`src/rfp_pkg.sv`:
```
// ----------------------------------------------------------------------------
// rfp_pkg
// Shared constants and types for the ranging frame parser: framing codes,
// result status codes and the records passed between the parser stages.
// ----------------------------------------------------------------------------
package rfp_pkg;

   localparam int NumAnchorsDefault = 3;
   localparam int ByteWidth         = 8;
   localparam int IdWidth           = 16;
   localparam int DistWidth         = 32;
   localparam int PayloadLen        = 6;
   localparam int CountWidth        = 3;
   localparam int CsrIndexWidth     = 2;
   localparam int SlotWidth         = 2;
   localparam int StatusWidth       = 2;

   localparam logic [ByteWidth-1:0] SyncByte = 8'hFE;

   typedef enum logic [1:0] {
      PH_WAIT  = 2'd0,
      PH_DATA  = 2'd1,
      PH_CHECK = 2'd2
   } phase_type;

   typedef enum logic [StatusWidth-1:0] {
      ST_ACCEPTED  = 2'd0,
      ST_BAD_SUM   = 2'd1,
      ST_NO_ANCHOR = 2'd2
   } status_type;

   // completed frame, seen in the cycle its checksum byte is consumed
   typedef struct packed {
      logic                 valid;
      logic [ByteWidth-1:0] sum;
      logic [ByteWidth-1:0] check;
      logic [IdWidth-1:0]   id;
      logic [DistWidth-1:0] distance;
   } frame_type;

   typedef struct packed {
      status_type           status;
      logic [SlotWidth-1:0] slot;
      logic [IdWidth-1:0]   id;
      logic [DistWidth-1:0] distance;
   } result_type;

endpackage

```
`src/ranging_frame_parser.sv`:
```
// ----------------------------------------------------------------------------
// ranging_frame_parser
// Finds sync-framed ranging packets in a received byte stream and reports
// one classified result per frame.
// ----------------------------------------------------------------------------
// Usage:
//   req_*  : one received byte per item (valid/ready).
//   rsp_*  : one result per frame, issued when the checksum byte is consumed:
//            status (accepted, bad checksum, unknown id), matching slot,
//            anchor id and raw distance word.
//   csr_*  : write-only anchor id registers, slot i at index i; write only
//            while no frame is in flight.
//   Path: an accepted checksum byte reaches rsp_* through two stages, the
//   input register and then the result register.
//   Throughput: one byte per cycle while no checksum byte is held; the input
//   register and result register let a new byte enter while a result waits.
//   Stall: while a result waits, non-checksum bytes keep flowing; a checksum
//   byte is held in the input register until the result register frees.
//   Reset: sync search, empty registers, anchor ids cleared to zero.
// ----------------------------------------------------------------------------
module ranging_frame_parser #(
   parameter int NUM_ANCHORS = rfp_pkg::NumAnchorsDefault
) (
   input  logic                              clock,
   input  logic                              reset,
   input  logic                              req_valid,
   output logic                              req_ready,
   input  logic [rfp_pkg::ByteWidth-1:0]     req_rx_byte,
   output logic                              rsp_valid,
   input  logic                              rsp_ready,
   output logic [rfp_pkg::StatusWidth-1:0]   rsp_frame_status,
   output logic [rfp_pkg::SlotWidth-1:0]     rsp_anchor_slot,
   output logic [rfp_pkg::IdWidth-1:0]       rsp_frame_anchor_id,
   output logic [rfp_pkg::DistWidth-1:0]     rsp_distance_bits,
   input  logic                              csr_we,
   input  logic [rfp_pkg::CsrIndexWidth-1:0] csr_index,
   input  logic [rfp_pkg::IdWidth-1:0]       csr_wdata
);
   import rfp_pkg::*;

   logic                 in_valid_ff, in_valid_in;
   logic [ByteWidth-1:0] in_byte_ff;
   logic                 rsp_valid_ff, rsp_valid_in;
   result_type           rsp_data_ff;
   logic                 consume;
   logic                 out_free;
   frame_type            frame;
   result_type           result;

   assign out_free  = !rsp_valid_ff || rsp_ready;
   assign req_ready = !in_valid_ff || consume;

   rfp_framer u_framer (
      .clock    (clock),
      .reset    (reset),
      .in_valid (in_valid_ff),
      .in_byte  (in_byte_ff),
      .out_free (out_free),
      .consume  (consume),
      .frame    (frame)
   );

   rfp_classify #(
      .NUM_ANCHORS (NUM_ANCHORS)
   ) u_classify (
      .clock     (clock),
      .reset     (reset),
      .csr_we    (csr_we),
      .csr_index (csr_index),
      .csr_wdata (csr_wdata),
      .frame_i   (frame),
      .result_o  (result)
   );

   always_comb begin
      in_valid_in = in_valid_ff;
      if (req_valid && req_ready) begin
         in_valid_in = 1'b1;
      end else if (consume) begin
         in_valid_in = 1'b0;
      end
   end

   always_comb begin
      rsp_valid_in = rsp_valid_ff;
      if (frame.valid) begin
         rsp_valid_in = 1'b1;
      end else if (rsp_ready) begin
         rsp_valid_in = 1'b0;
      end
   end

   always_ff @(posedge clock) begin
      if (reset) begin
         in_valid_ff  <= 1'b0;
         rsp_valid_ff <= 1'b0;
      end else begin
         in_valid_ff  <= in_valid_in;
         rsp_valid_ff <= rsp_valid_in;
      end
   end

   always_ff @(posedge clock) begin
      if (req_valid && req_ready) begin
         in_byte_ff <= req_rx_byte;
      end
      if (frame.valid) begin
         rsp_data_ff <= result;
      end
   end

   assign rsp_valid           = rsp_valid_ff;
   assign rsp_frame_status    = rsp_data_ff.status;
   assign rsp_anchor_slot     = rsp_data_ff.slot;
   assign rsp_frame_anchor_id = rsp_data_ff.id;
   assign rsp_distance_bits   = rsp_data_ff.distance;

endmodule

```
`src/rfp_framer.sv`:
```
// ----------------------------------------------------------------------------
// rfp_framer
// Sync search, payload collection and running checksum. One byte per cycle;
// a frame shows as its checksum byte is taken, once the result reg is free.
// ----------------------------------------------------------------------------
module rfp_framer (
   input  logic                           clock,
   input  logic                           reset,
   input  logic                           in_valid,
   input  logic [rfp_pkg::ByteWidth-1:0]  in_byte,
   input  logic                           out_free,
   output logic                           consume,
   output rfp_pkg::frame_type             frame
);
   import rfp_pkg::*;

   phase_type             phase_ff, phase_in;
   logic [CountWidth-1:0] count_ff, count_in;
   logic [ByteWidth-1:0]  sum_ff, sum_in;
   logic [ByteWidth-1:0]  store_ff [PayloadLen];
   logic                  is_check;
   logic                  store_we;
   logic                  restart;

   // next state
   always_comb begin
      phase_in = phase_ff;
      if (consume) begin
         case (phase_ff)
            PH_DATA: begin
               if (count_ff + CountWidth'(1) == CountWidth'(PayloadLen)) begin
                  phase_in = PH_CHECK;
               end
            end
            PH_CHECK: begin
               phase_in = PH_WAIT;
            end
            default: begin
               phase_in = (in_byte == SyncByte) ? PH_DATA : PH_WAIT;
            end
         endcase
      end
   end

   // outputs
   always_comb begin
      is_check = 1'b0;
      store_we = 1'b0;
      restart  = 1'b0;
      case (phase_ff)
         PH_DATA: begin
            store_we = 1'b1;
         end
         PH_CHECK: begin
            is_check = 1'b1;
         end
         default: begin
            restart = (in_byte == SyncByte);
         end
      endcase
   end

   // a checksum byte waits until the result register can take it
   assign consume = in_valid && (!is_check || out_free);

   always_comb begin
      count_in = count_ff;
      sum_in   = sum_ff;
      if (consume && restart) begin
         count_in = '0;
         sum_in   = '0;
      end else if (consume && store_we) begin
         count_in = count_ff + CountWidth'(1);
         sum_in   = sum_ff + in_byte;
      end
   end

   always_ff @(posedge clock) begin
      if (reset) begin
         phase_ff <= PH_WAIT;
         count_ff <= '0;
         sum_ff   <= '0;
      end else begin
         phase_ff <= phase_in;
         count_ff <= count_in;
         sum_ff   <= sum_in;
      end
   end

   always_ff @(posedge clock) begin
      if (consume && store_we) begin
         store_ff[count_ff] <= in_byte;
      end
   end

   assign frame.valid    = consume && is_check;
   assign frame.sum      = sum_ff;
   assign frame.check    = in_byte;
   assign frame.id       = {store_ff[1], store_ff[0]};
   assign frame.distance = {store_ff[5], store_ff[4], store_ff[3], store_ff[2]};

`ifndef NO_ASSERTIONS
   a_count_in_range: assert property (@(posedge clock) disable iff (reset)
      phase_ff == PH_DATA |-> count_ff < CountWidth'(PayloadLen))
      else $error("payload count out of range while collecting");

   a_check_after_full: assert property (@(posedge clock) disable iff (reset)
      phase_ff == PH_CHECK |-> count_ff == CountWidth'(PayloadLen))
      else $error("checksum phase entered before payload complete");

   a_wait_after_frame: assert property (@(posedge clock) disable iff (reset)
      frame.valid |=> phase_ff == PH_WAIT)
      else $error("parser did not return to sync search after a frame");
`endif

endmodule

```
`src/rfp_classify.sv`:
```
// ----------------------------------------------------------------------------
// rfp_classify
// Anchor id registers and frame classification: checksum test, then a
// parallel id compare where the lowest matching slot wins.
// ----------------------------------------------------------------------------
module rfp_classify #(
   parameter int NUM_ANCHORS = rfp_pkg::NumAnchorsDefault
) (
   input  logic                              clock,
   input  logic                              reset,
   input  logic                              csr_we,
   input  logic [rfp_pkg::CsrIndexWidth-1:0] csr_index,
   input  logic [rfp_pkg::IdWidth-1:0]       csr_wdata,
   input  rfp_pkg::frame_type                frame_i,
   output rfp_pkg::result_type               result_o
);
   import rfp_pkg::*;

   logic [IdWidth-1:0] ids_ff [NUM_ANCHORS];

   always_ff @(posedge clock) begin
      if (reset) begin
         for (int i = 0; i < NUM_ANCHORS; i++) begin
            ids_ff[i] <= '0;
         end
      end else begin
         for (int i = 0; i < NUM_ANCHORS; i++) begin
            if (csr_we && csr_index == CsrIndexWidth'(i)) begin
               ids_ff[i] <= csr_wdata;
            end
         end
      end
   end

   always_comb begin
      result_o.status   = ST_NO_ANCHOR;
      result_o.slot     = '0;
      result_o.id       = frame_i.id;
      result_o.distance = frame_i.distance;
      if (frame_i.sum != frame_i.check) begin
         result_o.status = ST_BAD_SUM;
      end else begin
         // walk downward so the lowest matching slot is the one kept
         for (int i = NUM_ANCHORS - 1; i >= 0; i--) begin
            if (ids_ff[i] == frame_i.id) begin
               result_o.status = ST_ACCEPTED;
               result_o.slot   = SlotWidth'(i);
            end
         end
      end
   end

endmodule
```
`config.mk`:
```
export PLATFORM = sky130hd
export DESIGN_NAME = ranging_frame_parser
export DESIGN_NICKNAME = d
export VERILOG_FILES = /design/src/rfp_pkg.sv /design/src/ranging_frame_parser.sv /design/src/rfp_framer.sv /design/src/rfp_classify.sv
export SDC_FILE = /design/constraint.sdc
export NUM_CORES = 1
export LEC_CHECK = 0
export ABC_AREA = 0
export ABC_CLOCK_PERIOD_IN_PS = 3520
export BUFFER_PORTS_ARGS = -buffer_cell sky130_fd_sc_hd__clkbuf_2
export CAP_MARGIN = 5
export CORE_MARGIN = 2
export CORE_UTILIZATION = 55
export CTS_CLUSTER_DIAMETER = 40
export DETAILED_ROUTE_END_ITERATION = 10
export PLACE_DENSITY = 0.88
export SYNTH_ARGS = -nofsm -noshare
export SYNTH_HDL_FRONTEND = slang
export SYNTH_SLANG_ARGS = --single-unit
```
`constraint.sdc`:
```
create_clock -name clock -period 3.52 [get_ports clock]
set_input_delay 0.176 -clock clock [delete_from_list [all_inputs] [get_ports clock]]
set_output_delay 0.176 -clock clock [all_outputs]
set_load 0.02 [all_outputs]
```
### After elaboration in Yosys (flattened, before gate mapping)

Memories as Yosys holds them, arrays and structs flattened. A register that Yosys moved wholly into a read port is not among the register bits.
Cells that the tools add are included.

| operators by class | value |
|---|---|
| add/subtract/negate cells | 2 |
| multipliers | 0 |
| divide/modulo/power cells | 0 |
| magnitude comparators | 0 |
| eq/ne operators | 11 |
| shift-type cells | 0 |
| mux-type cells | 29 |
| bitwise logic cells | 3 |
| reductions and logical operators | 22 |

Operator list:

| cell | count |
|---|---|
| == test 16 bit | 3 |
| 2-to-1 mux 16 bit | 3 |
| 2-to-1 mux 1 bit | 21 |
| adder 8 bit | 1 |
| == test 8 bit, second input constant | 1 |
| logical AND 1 bit | 8 |
| != test 8 bit | 1 |
| 2-to-1 mux 3 bit | 2 |
| OR reduction 2 bit | 3 |
| == test 2 x 1 -> 1 bit, second input constant | 2 |
| == test 2 bit, second input constant | 2 |
| 2-to-1 mux 4 bit | 1 |
| one-hot mux 2 bit (2 select lines) | 1 |
| nonzero test 2 bit | 2 |
| adder 3 x 1 -> 3 bit, second input constant | 1 |
| == test 3 bit, second input constant | 1 |
| zero test 1 bit | 3 |
| logical OR 1 bit | 3 |
| bitwise OR 1 bit | 3 |
| OR reduction 3 bit | 1 |
| zero test 2 bit | 1 |
| 2-to-1 mux 2 bit | 1 |
| != test 2 x 1 -> 1 bit, second input constant | 1 |
| AND reduction 2 bit | 1 |

| word-level totals | value |
|---|---|
| register bits | 43 |
| bits in latches | 0 |
| memory bits (writable) | 96 |
| bits in read-only memories | 0 |
| input bits | 31 |
| memories kept | 2 |

Memories:

| name | words | bits a word | read ports | clocked after memory_dff | wr ports | RTL line | source |
|---|---|---|---|---|---|---|---|
| u_classify.ids_ff | 3 | 16 | 3 | 0 | 3 | rfp_classify.sv:19 | `logic [IdWidth-1:0] ids_ff [NUM_ANCHORS];` |
| u_framer.store_ff | 6 | 8 | 6 | 4 | 1 | rfp_framer.sv:20 | `logic [ByteWidth-1:0] store_ff [PayloadLen];` |

### Logic depth before layout (Yosys ltp)

| logic depth | value |
|---|---|
| depth in word-level cells | 8 |
| depth in mapped cells | 8 |

### Cells and area by module

A second synthesis with hierarchy kept.

| second synthesis, totals | value |
|---|---|
| cells, all modules | 446 |
| area, all modules | 7006.7 um2 |

By module, submodules not included:

| module | times used | cells each | area each (um2) | seq. area each (um2) |
|---|---|---|---|---|
| rfp_classify | 1 | 197 | 2623.8 | 1441.4 |
| rfp_framer | 1 | 180 | 2479.9 | 1701.6 |
| ranging_frame_parser | 1 | 69 | 1903.1 | 1841.8 |

### Worst setup path before layout

Ideal clock, no wire load.

| timing path | value |
|---|---|
| path type | register to register |
| start point | reg u_framer.phase_ff[0] |
| end point | reg rsp_data_ff, in the netlist rsp_anchor_slot[0], enable pin |
| setup time | 0.416 ns |
| arrival | 2.035 ns |
| data required time | 3.104 ns |
| slack | 1.069 ns |
| cell stages (with the launch flop) | 5 |
| period minus slack after synthesis | 2.451 ns |
| cell sequence | dfxtp_1 -> inv_1 -> ha_1 -> nand3b_1 -> and3_1 |

RTL lines:

| what | RTL line | source |
|---|---|---|
| start, declared | rfp_framer.sv:17 | `phase_type phase_ff, phase_in;` |
| start signal, assigned | rfp_framer.sv:84 | `phase_ff <= phase_in;` |
| end signal, assigned | ranging_frame_parser.sv:108 | `rsp_data_ff <= result;` |
| end, declared | ranging_frame_parser.sv:44 | `result_type rsp_data_ff;` |

### Final worst setup path

| timing path | value |
|---|---|
| start point | reg u_framer.phase_ff[0] |
| end point | mem u_framer.store_ff[5][3], enable pin |

| between the ends | value |
|---|---|
| cells in the longest elaborated chain, start to end | 8 |

Ends and longest elaborated chain:

| what | RTL line | source |
|---|---|---|
| == test 2 bit | rfp_framer.sv:50 | `case (phase_ff)` |
| 2-to-1 mux 1 bit | rfp_framer.sv:50 |  |
| zero test 1 bit | rfp_framer.sv:64 | `assign consume = in_valid && (!is_check \|\| out_free);` |
| logical OR 1 bit | rfp_framer.sv:64 |  |
| logical AND 1 bit | rfp_framer.sv:64 |  |
| logical AND 1 bit * | rfp_framer.sv:91 | `if (consume && store_we) begin` |
| 2-to-1 mux 1 bit * | rfp_framer.sv:91 |  |
| 2-to-1 mux 1 bit (implied by the code) * | rfp_framer.sv:92 | `store_ff[count_ff] <= in_byte;` |
| end, declared | rfp_framer.sv:20 |  |

Mark *: on every way between the ends. The rest lies on a longest branch, timed or not.

==> impl_metrics.ini <==
[clocking]
cts_buffers = 17
htreeDepth = 4
post-cts-setup-buffer-count = 0
cts.path.max_buffers = 2
holdBufCountCts = 9
clockRootBuffer = clkbuf_16
post_cts_resized = 0
insertion_delay_ns = 0.42
clock_sinks = 171
clkSlewWorstSetupHoldPaths_ns = 0.06
cts_tree = done

[synthesis]
synth.cell_area_sq_um = 6420
synth.distinct_cells = 38
syn_area_per_cell_sq_um = 16.7
synthFlopType = edfxtp_1
synth_top_cells_by_count = edfxtp_1 (156), xor2_1 (51), nand2_1 (20)
yosys_warnings = 0
syn_nets = 428
synth_top_area_share_pct = 73.0
synth_edf_count = 156
syn-instance-count = 385
synthMostInstantiatedCell = edfxtp_1
ys_top_cells_by_area = edfxtp_1 (73%), xor2_1 (7.0%), dfxtp_1 (4.7%), ha_1 (2.1%), and2_1 (1.8%)
ys_ff_latch = 171
yosys.area.top_type = edfxtp_1
seq_area_frac_synth_pct = 77.7
synthArstFlopShare_pct = 0

[sta]
finalMaxSlewViolations = 0
fin_worst_skew_ns = 0.00707
fmax_mhz = 386
hold_viol_final = 0
finalSetupViolCount = 0
tns_ns = 0
min_period_ns = 2.59
rsz0062_at_grt = false
period_share_pct = 73.5
slew_headroom_pct = 31.1
worst_pin_slew_ns = 1.03

[power_and_ir_drop]
peakVddDrop_uv = 308
p_leak_uw = 0.00286
p_per_area_nw_per_um2 = 556
power_uw = 4320

[worst_setup_path]
required_ns = 3.56
setup.worst_path.class = flip-flop to flip-flop
crit_fanout = 12
critPathLaunchType = flip-flop
crit_arrival_ns = 2.63
endpoint_kind = flip-flop
ff2ff_path_depth = 6

[flow_run]
maxCapViolCount = 0

[cells_and_area]
instances_no_fill = 656
area_growth_pct = 21.0
fin_nets = 543
drive_above_1_share_pct = 24.8
fill_cells = 711
antennaDiodeCount = 0

[routing]
wire_per_inst_um = 19.6
drtIter0Drc = 389
via_per_inst = 5.61
drtAntennaViolNets = 0
drtPass1Iterations = 5
via_count = 3680
drc_errors = 0
routed_wl_mm = 12.8

[placement]
gp_congestion = 0.861
dp.cells = 615
io_buffer_count = 84
dp_hpwl_mm = 8.74

[floorplan]
die_width_um = 112
core_sq_um = 11400
ioPinCount = 85
dieArea_sq_um = 12500
row_count = 39
die_height_um = 112
start_util_pct = 56.2

[status]
run_status = finished clean

[global_route]
grtUsageTotal_pct = 21.5
antenna_found_initial = 0
grt_pass1_wl_mm = 20.0
grt-ovfl-total = 0
grt_pass1_vias = 3663
grt_max_degree = 45

[worst_hold_path]
hp-class = input port to flip-flop
worstHoldPathCells = 2
-- layer usage --
metal	wire length [um]	GRT usage (%)	vias up
met4	379	9.92	0
li1	-	-	1669
met3	964	5.18	33
met2	6280	34.5	178
met1	5220	28.3	1800
met5	0	0	-
-- logic make-up (layout without fill, tap and decap cells) --
group / Yosys count / count (layout) / share of synthesized area [%]
flops: 171 / 171 / 77.7
simple gates: 99 / 99 / 8.37
xor+xnor: 52 / 52 / 7.10
compound gates: 29 / 29 / 3.00
buf+inv: 21 / 149 / 1.23
fa+ha+maj: 12 / 12 / 2.46
mux: 1 / 1 / 0.156
-- stage by stage --
stage               hold slack [ns]  util [%]  cell area (sq um)  setup slack, ns
floorplan                     0.245         -               6420             1.07
global placement              0.357      62.0               7080             1.15
detailed placement            0.358      62.0               7080             1.01
CTS                          0.0183      68.0               7760            0.933
global route                 0.0328      68.0               7760            0.727
finish                       0.0344      68.0               7760            0.932
-- state kept, by name, summed over array words and instances, names as in the netlist --
| name | flops |
|---|---|
| u_framer.phase_ff | 2 |
| u_classify.ids_ff | 48 |
| rsp_anchor_slot | 2 |
| u_framer.count_ff | 3 |
| in_valid_ff | 1 |
| rsp_valid | 1 |
| rsp_distance_bits | 32 |
| u_framer.store_ff | 48 |
| rsp_frame_status | 2 |
| rsp_frame_anchor_id | 16 |
| in_byte_ff | 8 |
| u_framer.sum_ff | 8 |
-- worst paths after layout --
| check | slack [ns] | to | from |
|---|---|---|---|
| setup / recovery | 0.93 | u_framer.store_ff[5][3] | u_framer.phase_ff[0] |
| hold / removal | 0.03 | rsp_valid | reset |
| setup reg to reg | 0.93 | u_framer.store_ff[5][3] | u_framer.phase_ff[0] |
| hold reg to reg | 0.42 | rsp_distance_bits[0] | u_framer.store_ff[2][0] |
-- report_power, final --
group	total, uW	leakage, uW	switching (uW)	internal [uW]
clock network	1870	0.000289	751	1120
registers	2320	0.00157	46.7	2270
logic	131	0.000998	74.0	56.6
total	4320	0.00286	871	3450
-- layout by cell type, fill, tap and decap left out, types with 4 or more instances in the layout --
cell and n:
a21oi_1 10, and2_1 18, buf_4 8, clkbuf_16 17
clkbuf_2 84, dfxtp_1 15, dlygate4sd3_1 9, edfxtp_1 156
ha_1 11, inv_1 16, inv_6 4, nand2_1 20
nand3_1 7, nand4_1 5, nor2_1 12, nor3_1 8
nor4_1 18, xor2_1 51
-- area by class of cell --
class                           instances  area [sq um]  area share [%]
Tap cell                              143           179            2.31
Timing Repair Buffer                  101           571            7.35
Multi-Input combinational cell        193          1370            17.7
Sequential cell                       171          4980            64.2
Clock inverter                         14           165            2.13
Clock buffer                           18           429            5.53
Inverter                               16          60.1           0.774
-- worst max-delay path, cell delays in order (launching register included) --
cell	delay, ns
dfxtp_1	0.37
inv_1	0.07
ha_1	0.23
nand3b_1	0.17
and3_1	0.45
nand2_1	0.12
nor3_1	0.80
Note: power is estimated with default switching activity, not from simulation.
